==> src/rtl/cob_pkg.sv <==
// Shared types and constants for the cursor overlay alpha blend block.
package cob_pkg;

	localparam int STORE_DEPTH            = 4096;
	localparam int STORE_AW               = $clog2(STORE_DEPTH);
	localparam int CURSOR_MAX_SIDE_DEF    = 64;
	localparam int FRAME_MAX_SIDE_DEF     = 8192;
	localparam logic [7:0] FULL_ALPHA     = 8'd255;

	localparam int CFG_IDX_W  = 3;
	localparam int CFG_DATA_W = 14;

	typedef enum logic [CFG_IDX_W-1:0] {
		REG_OVERLAY_ENABLE = 3'd0,
		REG_CURSOR_X       = 3'd1,
		REG_CURSOR_Y       = 3'd2,
		REG_CURSOR_WIDTH   = 3'd3,
		REG_CURSOR_HEIGHT  = 3'd4,
		REG_TEXEL_COUNT    = 3'd5,
		REG_FRAME_WIDTH    = 3'd6,
		REG_FRAME_HEIGHT   = 3'd7
	} cfg_reg_t;

	typedef enum logic {
		KIND_LOAD  = 1'b0,
		KIND_PIXEL = 1'b1
	} kind_t;

	typedef struct packed {
		logic [7:0] fourth;
		logic [7:0] red;
		logic [7:0] green;
		logic [7:0] blue;
	} pix_t;

	// Result of the rectangle and frame test for one pixel
	typedef struct packed {
		logic       in_rect;
		logic [6:0] dx;
		logic [6:0] dy;
	} loc_t;

	// Beat handed to the blend stages
	typedef struct packed {
		logic        valid;
		logic        hit;
		logic [31:0] texel;
		pix_t        pixel;
	} blend_in_t;

endpackage

==> src/rtl/cob_blend.sv <==
// Alpha blend: product stage, then exact divide by 255.
module cob_blend import cob_pkg::*; (
	input  logic      clk,
	input  logic      arst_n,
	input  logic      advance,
	input  blend_in_t bin,
	output logic      valid,
	output pix_t      result,
	output logic      covered
);

	logic [31:0] src;
	logic [7:0]  alpha;
	logic [7:0]  inv_alpha;
	logic [15:0] prod_b;
	logic [15:0] prod_g;
	logic [15:0] prod_r;

	logic        valid_s3;
	logic        covered_s3;
	logic [15:0] sum_b_s3;
	logic [15:0] sum_g_s3;
	logic [15:0] sum_r_s3;
	logic [7:0]  fourth_s3;

	function automatic logic [15:0] mix_sum(input logic [7:0] s, input logic [7:0] d,
		input logic [7:0] a, input logic [7:0] na);
		mix_sum = ({8'd0, s} * {8'd0, a}) + ({8'd0, d} * {8'd0, na});
	endfunction

	// x / 255 for x up to 65025 (the largest blend sum), by reciprocal with correction
	function automatic logic [7:0] div255(input logic [15:0] x);
		logic [16:0] t;
		t = {1'b0, x} + 17'd1 + {9'd0, x[15:8]};
		div255 = t[15:8];
	endfunction

	always_comb begin
		// a miss blends a zero texel, which keeps the pixel
		src       = bin.hit ? bin.texel : 32'd0;
		alpha     = src[31:24];
		inv_alpha = FULL_ALPHA - alpha;
		prod_b    = mix_sum(src[7:0],   bin.pixel.blue,  alpha, inv_alpha);
		prod_g    = mix_sum(src[15:8],  bin.pixel.green, alpha, inv_alpha);
		prod_r    = mix_sum(src[23:16], bin.pixel.red,   alpha, inv_alpha);
	end

	always_ff @(posedge clk or negedge arst_n) begin
		if (!arst_n) begin
			valid_s3 <= 1'b0;
		end else if (advance) begin
			valid_s3 <= bin.valid;
		end
	end

	always_ff @(posedge clk) begin
		if (advance) begin
			covered_s3 <= (alpha != 8'd0);
			sum_b_s3   <= prod_b;
			sum_g_s3   <= prod_g;
			sum_r_s3   <= prod_r;
			fourth_s3  <= bin.pixel.fourth;
		end
	end

	always_comb begin
		valid         = valid_s3;
		covered       = covered_s3;
		result.blue   = div255(sum_b_s3);
		result.green  = div255(sum_g_s3);
		result.red    = div255(sum_r_s3);
		result.fourth = fourth_s3;
	end

endmodule

==> config.mk <==
export PLATFORM = sky130hd
export DESIGN_NAME = cob_blend
export DESIGN_NICKNAME = d
export VERILOG_FILES = /design/src/rtl/cob_pkg.sv /design/src/rtl/cob_blend.sv
export SDC_FILE = /design/constraint.sdc
export NUM_CORES = 1
export LEC_CHECK = 0
export BUFFER_PORTS_ARGS = -buffer_cell sky130_fd_sc_hd__buf_2
export CAP_MARGIN = 20
export CORE_ASPECT_RATIO = 0.7
export CORE_MARGIN = 1
export CORE_UTILIZATION = 55
export CTS_BUF_LIST = sky130_fd_sc_hd__clkbuf_8
export DETAILED_ROUTE_END_ITERATION = 7
export PLACE_DENSITY_LB_ADDON = 0.1
export SLEW_MARGIN = 10
export SYNTH_ARGS = -nofsm -noshare
export SYNTH_HDL_FRONTEND = slang
export SYNTH_SLANG_ARGS = --single-unit
==> constraint.sdc <==
create_clock -name clk -period 3.33 [get_ports clk]
set_input_delay 0.333 -clock clk [delete_from_list [all_inputs] [get_ports clk]]
set_output_delay 0.333 -clock clk [all_outputs]
set_load 0.05 [all_outputs]
==> summary.md <==
| Metric | Value |
|---|---|
| Worst-Skew Late Latency | 0.35 ns |
| Cell mode on critical path | fa_1 |
| RSZ-0062 raised after global routing | yes |
| WHS | 0.144 ns |
| DR WL/cell | 17.9 um |
| EDFF count, synth | 57 |
| Drt initial violations | 745 |
| Most common cell after layout, fill and taps aside | inv_1 |
| Primary FF master, synth | edfxtp_1 |
| GRT Total Usage | 0.302 |
| Top cell type by total area after synthesis | fa_1 |
| Async SR Flop Fraction | 0.0172 |
| Final WS setup | -1.96 ns |
| HP Class | input port to flop |
| IO Count | 103 |
| CTS Sinks | 58 |
| Max Fclk | 189 MHz |
| Initial antenna violation count | 1 |
| CP Buf/Inv Count | 9 |
| CP delay by family, top | adder cells |
| Normalized max-slew margin | 0.639 |
| DP HPWL | 35,500 um |
| Hold Fails Final Rpt | 0 |
| Die Y | 144 um |
| Bufs on Longest Clock Path | 2 |
| Core Region | 28,000 um^2 |
| CP startpoint kind | input port |
| Setup TNS | -56.87 ns |
| Inserted Clock Buffers | 9 |
| Detailed Route WL | 42,800 um |
| Die width | 205 um |
| Synthesized cell area | 15,800 um^2 |
| CP Cell Sequence | buf_12, buf_8, buf_12, nand2_8, buf_12, and2_4, fa_1, inv_1, fa_1, inv_1, fa_1, fa_1, fa_1, inv_1, fa_1, inv_2, ha_4, and2_4, o21a_1, nor2_2, buf_4, o21bai_1, a41oi_2, xnor2_1 |
| Largest cells by area after synthesis | fa_1 (36%), ha_1 (17%), edfxtp_1 (11%) |
| Layout cell share with drive strength beyond 1 | 0.284 |
| Layout area overhead | 28.5% |
| Final max-slew violation count | 0 |
| CTS clock-pin slew for the worst setup and hold paths | 0.08 ns |
| Syn Inst Count | 1,690 |
| # rows | 51 |
| Violated checks | setup timing |
| Slowest Stage Delay on Critical Path | 0.52 ns |
| Dpl ws | -2.47 ns |
| Max-Cap Viols | 0 |
| Worst-path maximum fanout | 7 |
| Seq/Total Area, Yosys | 0.110 |
| Synthesized area per cell | 9.35 um^2 |
| Largest net degree at the start of global routing | 31 |
| Routability cong. | 0.929 |
| Synth Register Bits | 58 |
| Commonest non-fill, non-tap cells in the layout | inv_1 (397), fa_1 (281), buf_4 (207) |
| Minimum clock period | 5.29 ns |
| CTS tree | done |
| Worst Tran Pin Value | 0.541 ns |
| DRT antenna net count | 0 |
| IO Port Bufs | 102 |
| Status | finished, violations left |
| Initial Util | 0.564 |
| Nets | 2,587 |
| Post-Syn Nets | 2,257 |
| Critical path required time | 3.44 ns |
| H-tree levels | 3 |
| Clk_skew | 0 ns |
| Final setup viols | 39 |
| First-pass GRT wire length | 67,800 um |
| Die area | 29,400 um^2 |
| Grt ovf | 0 |
| Root Buffer Master | clkbuf_8 |
| CP endpoint kind | flop |
| Vias in the first global route | 13.1k |
| DRC | 0 |
| Slowest CP cell | fa_1 |
| DR vias/cell | 5.27 |
| Yosys top cell area share | 0.365 |
| Setup CP Type | input port to flop |
| Yosys warns | 0 |
| Crit path DAT | 5.39 ns |
| Total number of vias | 12.6k |
| Count of different cell masters after synthesis | 47 |
| Period utilisation layout | 1.59 |
| Detailed Routing Iterations Pass 1 | 5 |
==> cells by family (layout without fill, tap and decap cells) <==
logic type,after synthesis,count (layout),synth area share
fa+ha+maj,498,498,0.531
simple gates,495,496,0.166
buf+inv,465,798,0.111
compound gates,106,106,0.0444
xor+xnor,67,67,0.0371
flops,58,58,0.110
mux,1,1,0.000713
other cells,0,1,0
==> per-layer routing <==
| layer | global-route usage | vias to the layer above | wire, um |
|---|---|---|---|
| met3 | 0.0630 | 50 | 3270 |
| met2 | 0.462 | 403 | 19500 |
| li1 | - | 5858 | - |
| met4 | 0.0695 | 2 | 733 |
| met5 | 0.0204 | - | 59 |
| met1 | 0.436 | 6316 | 19300 |
==> flip-flops by register name (all words and copies together) (netlist names) <==
| name | count |
|---|---|
| valid | 1 |
| covered | 1 |
| fourth_s3 | 8 |
| sum_g_s3 | 16 |
| sum_r_s3 | 16 |
| sum_b_s3 | 16 |
==> worst paths after layout <==
| path | from | to | slack [ns] | cells past startpoint |
|---|---|---|---|---|
| setup / recovery | bin[64] | sum_b_s3[13] | -1.96 | 24 |
| hold / removal | bin[30] | fourth_s3[6] | 0.14 | 1 |
| setup reg to reg | valid | valid | 2.58 | 1 |
| hold reg to reg | valid | valid | 0.52 | 1 |
| max in group asynchronous | arst_n | valid | 2.95 | 2 |
| min in group asynchronous | arst_n | valid | 0.30 | 2 |
==> cell type report <==
class / instances / area [um^2]
sequential: 58 / 1740
clock inverter: 6 / 82.6
antenna: 1 / 2.50
inverter: 415 / 1560
multi-input combinational: 1168 / 13400
tap: 371 / 464
clock buffer: 9 / 124
fill: 2089 / 7720
timing repair buffer: 368 / 2900
==> Yosys cell counts, drive strengths merged, types with 2 or more instances <==
library cell	n
nand3	14
fa	288
o211ai	4
edfxtp	57
nor2b	3
nor3	3
nor4	3
o21ai	31
a41o	2
ha	210
a21oi	27
o21bai	4
nand2	161
a21o	11
inv	415
xor2	23
a31o	3
nor2	32
and3	114
nand2b	9
buf	2
o21a	3
xnor2	44
o22a	2
clkbuf	48
a211oi	9
and2	147
nand4	7
a21boi	2
==> repair_timing <==
| action | CTS | global route |
|---|---|---|
| setup buffers | 30 | 14 |
| gates resized for setup | 151 | 95 |
| cloned | 3 | 0 |
| setup endpoints to repair | 41 | 40 |
| hold buffers | 1 | 0 |
| pin swaps | 77 | 63 |
| hold endpoints to repair | 1 | 0 |
==> per-stage QoR <==
step,area [um^2],std cells,utilization
CTS,19800,2384,0.707
global route,20300,2396,0.724
global placement,18700,2338,0.668
floorplan,16300,1690,-
finish,20300,2396,0.724
detailed placement,18700,2338,0.668
Power is not shown: default switching activity piles up to over one toggle a cycle in this logic, so the estimate is an artifact.
