--- src/rtl/cob_pkg.sv ---
// Shared types and constants for the cursor overlay alpha blend block.
package cob_pkg;

	localparam int STORE_DEPTH            = 4096;
	localparam int STORE_AW               = $clog2(STORE_DEPTH);
	localparam int CURSOR_MAX_SIDE_DEF    = 64;
	localparam int FRAME_MAX_SIDE_DEF     = 8192;
	localparam logic [7:0] FULL_ALPHA     = 8'd255;

	localparam int CFG_IDX_W  = 3;
	localparam int CFG_DATA_W = 14;

	typedef enum logic [CFG_IDX_W-1:0] {
		REG_OVERLAY_ENABLE = 3'd0,
		REG_CURSOR_X       = 3'd1,
		REG_CURSOR_Y       = 3'd2,
		REG_CURSOR_WIDTH   = 3'd3,
		REG_CURSOR_HEIGHT  = 3'd4,
		REG_TEXEL_COUNT    = 3'd5,
		REG_FRAME_WIDTH    = 3'd6,
		REG_FRAME_HEIGHT   = 3'd7
	} cfg_reg_t;

	typedef enum logic {
		KIND_LOAD  = 1'b0,
		KIND_PIXEL = 1'b1
	} kind_t;

	typedef struct packed {
		logic [7:0] fourth;
		logic [7:0] red;
		logic [7:0] green;
		logic [7:0] blue;
	} pix_t;

	// Result of the rectangle and frame test for one pixel
	typedef struct packed {
		logic       in_rect;
		logic [6:0] dx;
		logic [6:0] dy;
	} loc_t;

	// Beat handed to the blend stages
	typedef struct packed {
		logic        valid;
		logic        hit;
		logic [31:0] texel;
		pix_t        pixel;
	} blend_in_t;

endpackage

--- src/rtl/cob_locate.sv ---
// Cursor rectangle and frame clip test for an incoming pixel.
module cob_locate import cob_pkg::*; (
	input  logic               enable,
	input  logic signed [13:0] cursor_x,
	input  logic signed [13:0] cursor_y,
	input  logic [6:0]         cursor_width,
	input  logic [6:0]         cursor_height,
	input  logic [13:0]        frame_width,
	input  logic [13:0]        frame_height,
	input  logic [12:0]        pixel_x,
	input  logic [12:0]        pixel_y,
	output loc_t               loc
);

	logic signed [14:0] dx;
	logic signed [14:0] dy;
	logic               in_x;
	logic               in_y;
	logic               in_frame;

	always_comb begin
		dx = $signed({2'b00, pixel_x}) - $signed({cursor_x[13], cursor_x});
		dy = $signed({2'b00, pixel_y}) - $signed({cursor_y[13], cursor_y});
		in_x = !dx[14] && (dx[13:0] < {7'd0, cursor_width});
		in_y = !dy[14] && (dy[13:0] < {7'd0, cursor_height});
		in_frame = ({1'b0, pixel_x} < frame_width) && ({1'b0, pixel_y} < frame_height);
		loc.in_rect = enable && in_x && in_y && in_frame;
		loc.dx      = dx[6:0];
		loc.dy      = dy[6:0];
	end

endmodule

--- config.mk ---
export PLATFORM = sky130hd
export DESIGN_NAME = cob_locate
export DESIGN_NICKNAME = d
export VERILOG_FILES = /design/src/rtl/cob_pkg.sv /design/src/rtl/cob_locate.sv
export SDC_FILE = /design/constraint.sdc
export NUM_CORES = 1
export LEC_CHECK = 0
export BUFFER_PORTS_ARGS = -buffer_cell sky130_fd_sc_hd__buf_2
export CAP_MARGIN = 20
export CORE_AREA = 2 2 70 72
export DETAILED_ROUTE_END_ITERATION = 7
export DIE_AREA = 0 0 72 74
export PLACE_DENSITY = 0.95
export SLEW_MARGIN = 20
export SYNTH_ARGS = -nofsm -noshare
export SYNTH_HDL_FRONTEND = slang
export SYNTH_SLANG_ARGS = --single-unit
--- constraint.sdc ---
create_clock -name vclk -period 6.14
set_input_delay 0.307 -clock vclk [all_inputs]
set_output_delay 0.307 -clock vclk [all_outputs]
set_load 0.05 [all_outputs]
==> results of run 1 <==
per-stage QoR:
step	utilization [%]	area, um2	worst slack [ps]	instances
after floorplan	-	2330	639	337
after global placement	64.0	2940	1950	501
after detailed placement	64.0	2940	1790	501
after CTS	64.0	2940	1780	501
after global routing	64.0	2940	1350	501
final	64.0	2940	1730	501
worst min-delay path: cells and delay by family:
family	cells	cell delay (ps)
buf+inv	3	320
fa+ha+maj	1	130
area by class of cell:
| type | instances | area, um2 | share of cell area (%) |
|---|---|---|---|
| well taps | 54 | 67.6 | 2.30 |
| multi-input cells | 261 | 2040 | 69.2 |
| repair buffers | 112 | 561 | 19.0 |
| inverters | 74 | 278 | 9.44 |
power breakdown:
part	switching, mW	internal [mW]	leakage [nW]
sequential	0	0	0
clock	0	0	0
combinational	0.202	0.131	1.74
total	0.202	0.131	1.74
cells by family after synthesis:
logic type	count (synthesis)
multiplexers	4
AO/OA/AOI/OAI	90
XOR/XNOR	9
buffers and inverters	76
AND/OR/NAND/NOR	94
adder cells (fa/ha/maj)	64
path summary, 6_finish.rpt:
kind / slack, ps / end / depth (start not counted) / startpoint
hold / removal: 1060 / loc[7] / 4 / cursor_x[0]
setup / recovery: 1730 / loc[14] / 19 / pixel_y[0]
metal layers:
metal	track usage (%)	part of all wire, %
met1	25.9	39
met5	0	0
met4	7.55	3.3
met3	2.44	7.1
met2	44.4	50
placed cells by master (no fill, tap or decap), types with 2 or more instances in the layout:
cell type and instances:
ha_1 62, a211oi_1 8, a21o_2 2, buf_2 112, nand4b_1 3, a21boi_0 2, a21oi_1 28, o21ai_0 14
inv_1 74, nand2_1 16, a211o_1 3, o211ai_1 3, nand3_1 12, a21o_1 5, and3_1 3, nand2b_1 4
nand4_1 5, xnor2_1 7, xor2_1 2, nor4_1 3, mux2i_1 2, and2b_2 2, o22ai_1 3, nor3_1 5
mux2_2 2, o31a_1 2, or3_1 2, fa_1 2, a22oi_1 2, nor2_1 27, nor2b_1 5, o21a_1 5
==> run_results.csv, run 1 <==
group,metric,value,unit
placement,hpwl,5710,um
timing,fin_crit,4410,ps
logic_synthesis,synth.distinct_cells,53,
die,die_y,74,um
detailed_routing,drt-wirelength-per-cell,12.7,um
timing,finalCritPeriodShare,71.8,%
detailed_routing,vias,2823,
finish,design.seq.count,0,
setup_path,crit_type,"input pin to primary output",
timing,fin_hold_ws,1060,ps
finish,clockBufferCount,0,
die,start_util,50.7,%
timing,final-setup-viol-count,0,
global_route,grt_pass1_vias,2559,
detailed_routing,dr.first_iter.drc_count,107,
detailed_routing,drtAntennaViolNets,0,
logic_synthesis,synthCells,337,
timing,fmax,0.227,GHz
finish,diodes,0,
cts,cts-hold-fix-buffers,0,
timing,slew_violations,0,
logic_synthesis,synth_xor_area_share,3.38,%
global_route,grt_overflow,0,
setup_path,critPathTopFamily,"simple AND/OR/NAND/NOR gates",
worst_hold_path,min-delay-path-class,"input pin to primary output",
die,row_count,25,
logic_synthesis,synth_area_leader_cell,"ha_1",
setup_path,crit_arrival,4100,ps
finish,regArea,0,um2
setup_path,slowest_delay,420,ps
setup_path,worstPathMaxFanout,4,
outcome,status,"complete, no violations",
finish,nets,610,
logic_synthesis,synth_adder_area_share,35.0,%
logic_synthesis,synthTopCellsByCount,"inv_1, ha_1, a21oi_1, nor2_1, nand2_1",
timing,max-slew-margin-rel,71.2,%
power_and_ir_drop,power_density,113,nW/um2
setup_path,cp_slowest_cell,"fa_1",
setup_path,cp-end-kind,"primary output",
global_route,track_usage,22.8,%
logic_synthesis,postSynthAreaPerCell,6.91,um2
setup_path,path_buf_inv,4,
logic_synthesis,syn_nets,498,
placement,portBuffers,112,
setup_path,crit_chain,"buf_2, inv_1, ha_1, inv_1, fa_1, a211oi_1, nor2_1, o21ai_0, and2b_2, xnor2_1, ha_1, a222oi_1, and3_1, nand4_1, nor4b_1, nor4b_2, nand4b_1, nor4bb_1, buf_2",
finish,fillerInstances,400,
logic_synthesis,netlist_area,2330,um2
logic_synthesis,ys.warnings.count,0,
logic_synthesis,synth_mux_area_share,1.83,%
logic_synthesis,synth_compound_area_share,26.0,%
logic_synthesis,yosysTopAreaCellShare,33.3,%
setup_path,worstSetupStartpointType,"input pin",
cts,cts_resized,0,
cts,post-cts-setup-buffer-count,0,
detailed_routing,drc_errors,0,
timing,hold_viol_final,0,
global_route,grt_max_degree,9,
logic_synthesis,ys_seq_area_share,0,%
timing,final.setup.tns,0,ps
detailed_routing,routed_via_density,5.63,
logic_synthesis,synth_area_leaders,"ha_1, inv_1, a21oi_1",
die,coreArea,4600,um2
detailed_routing,dr.pass1.iters,4,
global_route,antenna_found_initial,0,
power_and_ir_drop,power,0.333,mW
logic_synthesis,yosysMostFrequentCell,"inv_1",
logic_synthesis,yosys.area_share.simple,21.2,%
finish,area_delta_synth_final,26.3,%
setup_path,crit_required,5830,ps
run,max-cap-violations,0,
power_and_ir_drop,peakVddDrop,0.0429,mV
placement,globalplace.congestion,0.945,
power_and_ir_drop,p_leak,1.74,nW
finish,drive_gt1_share,27.5,%
timing,tightest_slew,427,ps
global_route,grt_first_pass_wirelength,10200,um
die,die_x,72,um
detailed_routing,wl,6370,um
logic_synthesis,synth_top_family_by_area,"adder cells",
die,dieArea,5330,um2
timing,rsz0062_at_grt,"false",
die,io_pins,112,
(Power assumes the default switching activity.)
==> run 2, diff against run 1 <==
--- a/config.mk
+++ b/config.mk
@@ -5,12 +5,13 @@
 export SDC_FILE = /design/constraint.sdc
 export NUM_CORES = 1
 export LEC_CHECK = 0
+export ABC_AREA = 1
 export BUFFER_PORTS_ARGS = -buffer_cell sky130_fd_sc_hd__buf_2
 export CAP_MARGIN = 20
-export CORE_AREA = 2 2 70 72
+export CORE_AREA = 2 2 76 78
 export DETAILED_ROUTE_END_ITERATION = 7
-export DIE_AREA = 0 0 72 74
-export PLACE_DENSITY = 0.95
+export DIE_AREA = 0 0 78 80
+export PLACE_DENSITY = 0.94
 export SLEW_MARGIN = 20
 export SYNTH_ARGS = -nofsm -noshare
 export SYNTH_HDL_FRONTEND = slang
==> constraint.sdc (replaced) <==
create_clock -name vclk -period 4.5
set_input_delay 0.225 -clock vclk [all_inputs]
set_output_delay 0.225 -clock vclk [all_outputs]
set_load 0.05 [all_outputs]
==> run 2 against run 1 <==
Highest routed layer unchanged. Worst setup slack worse by 450 ps. Sequential share of layout area stayed put. Global-route usage is 0.86 points lower. Die area is 17% higher. Clock-buffer cell count stayed put. Largest cell class unchanged. Via count is 16% higher. First-iteration DRC count is 15% lower. Routed wire length is 8.6% higher. Synthesized cell count is 40% higher. Critical endpoint unchanged. Non-clock buffer count stayed put. Core utilization is 2.9 points lower. Power is 50% higher.
==> run_results.csv, run 2 <==
group,metric,value,unit
finish,nets,748,
global_route,grt_use_met2,46.5,%
detailed_routing,dr.pass1.iters,4,
setup_path,cp_slowest_cell,"fa_1",
global_route,antenna_found_initial,0,
logic_synthesis,synth_xor_area_share,3.96,%
cts,cts-hold-fix-buffers,0,
die,die_x,78,um
setup_path,crit_type,"input pin to primary output",
detailed_routing,dr.first_iter.drc_count,91,
die,coreArea,5410,um2
detailed_routing,routed_via_density,4.97,
logic_synthesis,syn_nets,634,
setup_path,crit_required,4280,ps
global_route,grt_pass1_vias,3187,
timing,final-setup-viol-count,0,
finish,final_common_cell,"nand2_1",
finish,fillerInstances,529,
outcome,status,"complete, no violations",
finish,multi_input_area,2190,um2
global_route,grt_first_pass_wirelength,11900,um
logic_synthesis,yosys.area_share.simple,37.5,%
logic_synthesis,synth_area_leader_cell,"ha_1",
die,dieArea,6240,um2
cts,cts_resized,0,
finish,design.seq.count,0,
finish,area_delta_synth_final,24.5,%
timing,fin_crit,3220,ps
run,max-cap-violations,0,
logic_synthesis,ys_seq_area_share,0,%
placement,portBuffers,112,
logic_synthesis,yosysMostFrequentCell,"nand2_1",
finish,clockBufferCount,0,
logic_synthesis,synth_area_leaders,"ha_1, nand2_1, inv_1",
power_and_ir_drop,p_leak,2.23,nW
setup_path,worstSetupStartpoint,"pixel_x[0]",
logic_synthesis,postSynthAreaPerCell,5.61,um2
finish,layout_common_cells,"nand2_1, inv_1, buf_2",
timing,tightest_slew,281,ps
cts,post-cts-setup-buffer-count,0,
placement,globalplace.congestion,0.873,
timing,finalCritPeriodShare,71.5,%
finish,diodes,0,
worst_hold_path,min_path_cells,4,
global_route,use_met1,22.1,%
power_and_ir_drop,power_density,151,nW/um2
logic_synthesis,yosysTopAreaCellShare,29.2,%
global_route,grt_overflow,0,
setup_path,cp-end-kind,"primary output",
worst_hold_path,min-delay-path-class,"input pin to primary output",
logic_synthesis,synth_adder_area_share,30.8,%
logic_synthesis,netlist_area,2650,um2
power_and_ir_drop,peakVddDrop,0.0848,mV
detailed_routing,drc_errors,0,
detailed_routing,wl,6920,um
worst_hold_path,holdPathEnd,"loc[7]",
timing,max-slew-margin-rel,81.3,%
finish,drive_gt1_share,21.7,%
logic_synthesis,synth_compound_area_share,10.4,%
setup_path,worstSetupStartpointType,"input pin",
global_route,track_usage,22.0,%
worst_hold_path,hp-start,"cursor_x[0]",
placement,hpwl,6390,um
setup_path,worstPathMaxFanout,3,
setup_path,slowest_delay,400,ps
setup_path,cpMostUsedCell,"nand2_1",
die,start_util,49.1,%
timing,fmax,0.311,GHz
timing,fin_hold_ws,905,ps
die,io_pins,112,
power_and_ir_drop,power,0.498,mW
finish,regArea,0,um2
detailed_routing,drt-wirelength-per-cell,10.5,um
detailed_routing,vias,3265,
timing,final.setup.tns,0,ps
logic_synthesis,ys.warnings.count,0,
logic_synthesis,synth.distinct_cells,27,
logic_synthesis,synthTopCellsByCount,"nand2_1, inv_1, ha_1, nor2_1, a21oi_1",
timing,rsz0062_at_grt,"false",
detailed_routing,drtAntennaViolNets,0,
global_route,gr-max-usage-layer,"met2",
logic_synthesis,synth_top_family_by_area,"simple AND/OR/NAND/NOR gates",
logic_synthesis,synthCells,473,
timing,hold_viol_final,0,
global_route,grt_use_met3,1.58,%
die,die_y,80,um
timing,slew_violations,0,
setup_path,crit_arrival,2990,ps
logic_synthesis,synth_mux_area_share,0,%
die,row_count,27,
global_route,grt_max_degree,7,
run 2: logic make-up after synthesis:
group,after synthesis
AND/OR/NAND/NOR,227
XOR/XNOR,12
adder cells (fa/ha/maj),64
AO/OA/AOI/OAI,47
buffers and inverters,123
run 2: area by class of cell:
cell class | count | area share (%)
multi-input combinational | 350 | 66.3
tap | 72 | 2.73
timing repair buffer | 112 | 17.0
inverter | 123 | 14.0
run 2: report_power, final:
group	total (mW)	internal [mW]	leakage, nW	switching (mW)
clock	0	0	0	0
combinational	0.498	0.181	2.23	0.318
sequential	0	0	0	0
total	0.498	0.181	2.23	0.318
run 2: worst max path at each step:
stage                    to  slack, ps  cells after the start
finish              loc[14]       1280                     26
global route        loc[14]        980                     23
CTS                 loc[14]       1260                     26
detailed placement  loc[14]       1260                     26
global placement    loc[14]       1390                     26
floorplan           loc[14]        750                     15
run 2: per-layer routing:
layer  vias to the layer above  routed length (um)
met2                       115                3610
met3                        20                 354
met5                         -                   0
met4                         0                 176
li1                       1707                   -
met1                      1423                2770
run 2: worst max-delay path: cells and delay by family:
family,cells,cell delay (ps)
adders and majority gates,3,790
buffers and inverters,5,570
xor gates and xnor gates,1,70
and+or+nand+nor,17,1320
run 2: stage by stage:
stage	util, %	instances	area, um2	setup slack [ps]
finish	61.1	657	3300	1280
CTS	61.1	657	3300	1260
floorplan	-	473	2650	746
global route	61.1	657	3300	984
global placement	61.1	657	3300	1390
detailed placement	61.1	657	3300	1260
==> run 3, diff against run 2 <==
--- a/config.mk
+++ b/config.mk
@@ -8,10 +8,10 @@
 export ABC_AREA = 1
 export BUFFER_PORTS_ARGS = -buffer_cell sky130_fd_sc_hd__buf_2
 export CAP_MARGIN = 20
-export CORE_AREA = 2 2 76 78
+export CORE_AREA = 2 2 79 81
 export DETAILED_ROUTE_END_ITERATION = 7
-export DIE_AREA = 0 0 78 80
-export PLACE_DENSITY = 0.94
+export DIE_AREA = 0 0 81 83
+export PLACE_DENSITY = 0.91
 export SLEW_MARGIN = 20
 export SYNTH_ARGS = -nofsm -noshare
 export SYNTH_HDL_FRONTEND = slang
==> constraint.sdc (replaced) <==
create_clock -name vclk -period 2.8
set_input_delay 0.14 -clock vclk [all_inputs]
set_output_delay 0.14 -clock vclk [all_outputs]
set_load 0.05 [all_outputs]
==> run 3 against run 2 <==
Final area grew 11%. Power up 81%. The run now ends with setup timing left. Largest power group unchanged. Critical endpoint unchanged. Sequential share of layout area is the same.
==> run_results.csv, run 3 (same netlist as run 2, synthesis figures left out) <==
group,metric,value,unit
die,io_pins,112,
finish,diodes,0,
detailed_routing,dr.first_iter.drc_count,69,
die,die_x,81,um
worst_hold_path,min-delay-path-class,"input pin to primary output",
finish,area_delta_synth_final,38.0,%
placement,portBuffers,112,
global_route,use_met1,25.4,%
finish,layout_common_cells,"nand2_1, inv_1, buf_2",
global_route,grt_pass1_vias,3117,
die,die_y,83,um
placement,globalplace.congestion,0.866,
timing,tightest_slew,317,ps
die,start_util,45.6,%
detailed_routing,drc_errors,0,
global_route,gr-max-usage-layer,"met2",
outcome,violations,"setup timing",
setup_path,crit_arrival,2690,ps
power_and_ir_drop,p_sw,0.546,mW
timing,max-slew-margin-rel,78.9,%
finish,design_area,3660,um2
finish,final_common_cell,"nand2_1",
power_and_ir_drop,intPower,0.355,mW
timing,fin_hold_ws,731,ps
power_and_ir_drop,power,0.901,mW
cts,cts-hold-fix-buffers,0,
power_and_ir_drop,p_comb_share,100.0,%
global_route,antenna_found_initial,0,
global_route,grt_first_pass_wirelength,12200,um
global_route,track_usage,21.1,%
detailed_routing,routed_via_density,4.81,
timing,hold_viol_final,0,
detailed_routing,wl,7160,um
global_route,grt_use_met3,1.09,%
timing,fmax,0.353,GHz
global_route,grt_overflow,0,
global_route,grt_max_degree,6,
timing,final-setup-viol-count,1,
run,max-cap-violations,0,
die,row_count,28,
finish,nets,769,
placement,placed_cell_area,3590,um2
detailed_routing,vias,3274,
die,dieArea,6720,um2
placement,hpwl,6470,um
timing,finalCritPeriodShare,101,%
setup_path,crit_required,2660,ps
setup_path,crit_type,"input pin to primary output",
timing,fin_crit,2830,ps
power_and_ir_drop,swShare,60.6,%
detailed_routing,dr.pass1.iters,4,
power_and_ir_drop,clkPwrFrac,0,%
finish,design.seq.count,0,
finish,regArea,0,um2
setup_path,cp-end-kind,"primary output",
global_route,grt_use_met2,40.6,%
timing,rsz0062_at_grt,"true",
finish,clockBufferCount,0,
die,coreArea,5820,um2
finish,drive_gt1_share,28.2,%
power_and_ir_drop,power_density,246,nW/um2
timing,layout_setup_ws,-34.3,ps
power_and_ir_drop,peakVddDrop,0.184,mV
setup_path,worstPathMaxFanout,2,
outcome,status,"complete, but fails checks",
setup_path,worstSetupStartpointType,"input pin",
power_and_ir_drop,p_seq_share,0,%
power_and_ir_drop,p_leak,2.37,nW
detailed_routing,drt-wirelength-per-cell,10.5,um
detailed_routing,drtAntennaViolNets,0,
timing,slew_violations,0,
## run 3: cell types whose count changed in the layout (fill, tap and decap cells not counted), moves of 3 or more
cell and change:
xnor2_1 -3, ha_1 -3, buf_4 +21, xor2_1 -7, xnor2_2 +3, buf_2 -3, buf_6 +3, xor2_4 +4
xor2_2 +3
## run 3: power groups by stage
stage | registers, mW | clock network [mW] | logic, mW
2_1_floorplan | 0 | 0 | 0.630
3_3_place_gp | 0 | 0 | 0.855
3_5_place_dp | 0 | 0 | 0.881
4_1_cts | 0 | 0 | 0.899
5_1_grt | 0 | 0 | 1.00
6_report | 0 | 0 | 0.901
## run 3: final timing paths
check                   start  cells past startpoint       to
setup / recovery   pixel_x[0]                     26  loc[14]
hold / removal    cursor_x[0]                      4   loc[7]
## run 3: per-layer routing
metal,wire (um),vias up
li1,-,1742
met3,401,11
met2,3590,100
met1,3050,1421
met4,116,0
met5,0,-
## run 3: through the flow
step / util, % / setup TNS [ps] / std cells / setup slack, ps
6_report: 62.9 / -34.3 / 681 / -34.3
5_1_grt: 62.9 / -316 / 681 / -316
4_1_cts: 62.9 / -0.971 / 681 / -0.971
3_5_place_dp: 61.7 / -217 / 678 / -217
3_3_place_gp: 61.7 / -153 / 678 / -153
2_1_floorplan: - / -72.7 / 473 / -72.7
## run 3: cell type report
cell class,instances,area [um2]
fill,530,2160
multi-input combinational,350,2360
tap,75,93.8
inverter,123,464
timing repair buffer,133,737
## run 3: repair_timing
action | in CTS | in global routing
pin swaps | 4 | 0
buffers inserted | 3 | 0
setup endpoints to repair | 1 | 1
resized for setup | 13 | 0
## run 3: critical path, stage by stage
cell     delay, ps
buf_6           80
inv_4           30
ha_4           150
fa_2           370
inv_2           60
nand2_1         50
nand2_1         70
and2_4         160
nand2_4         50
nand2_4         90
xor2_4          70
ha_2           170
inv_1           40
nand2_1         40
nor2_1         100
nand3_1         90
nor2_1          90
nand2_1         50
nor2_1          90
nand2_1         70
nor2_2          70
nand2_1         60
nor2_2          70
nand4_1        150
nor2_4         120
buf_6          160
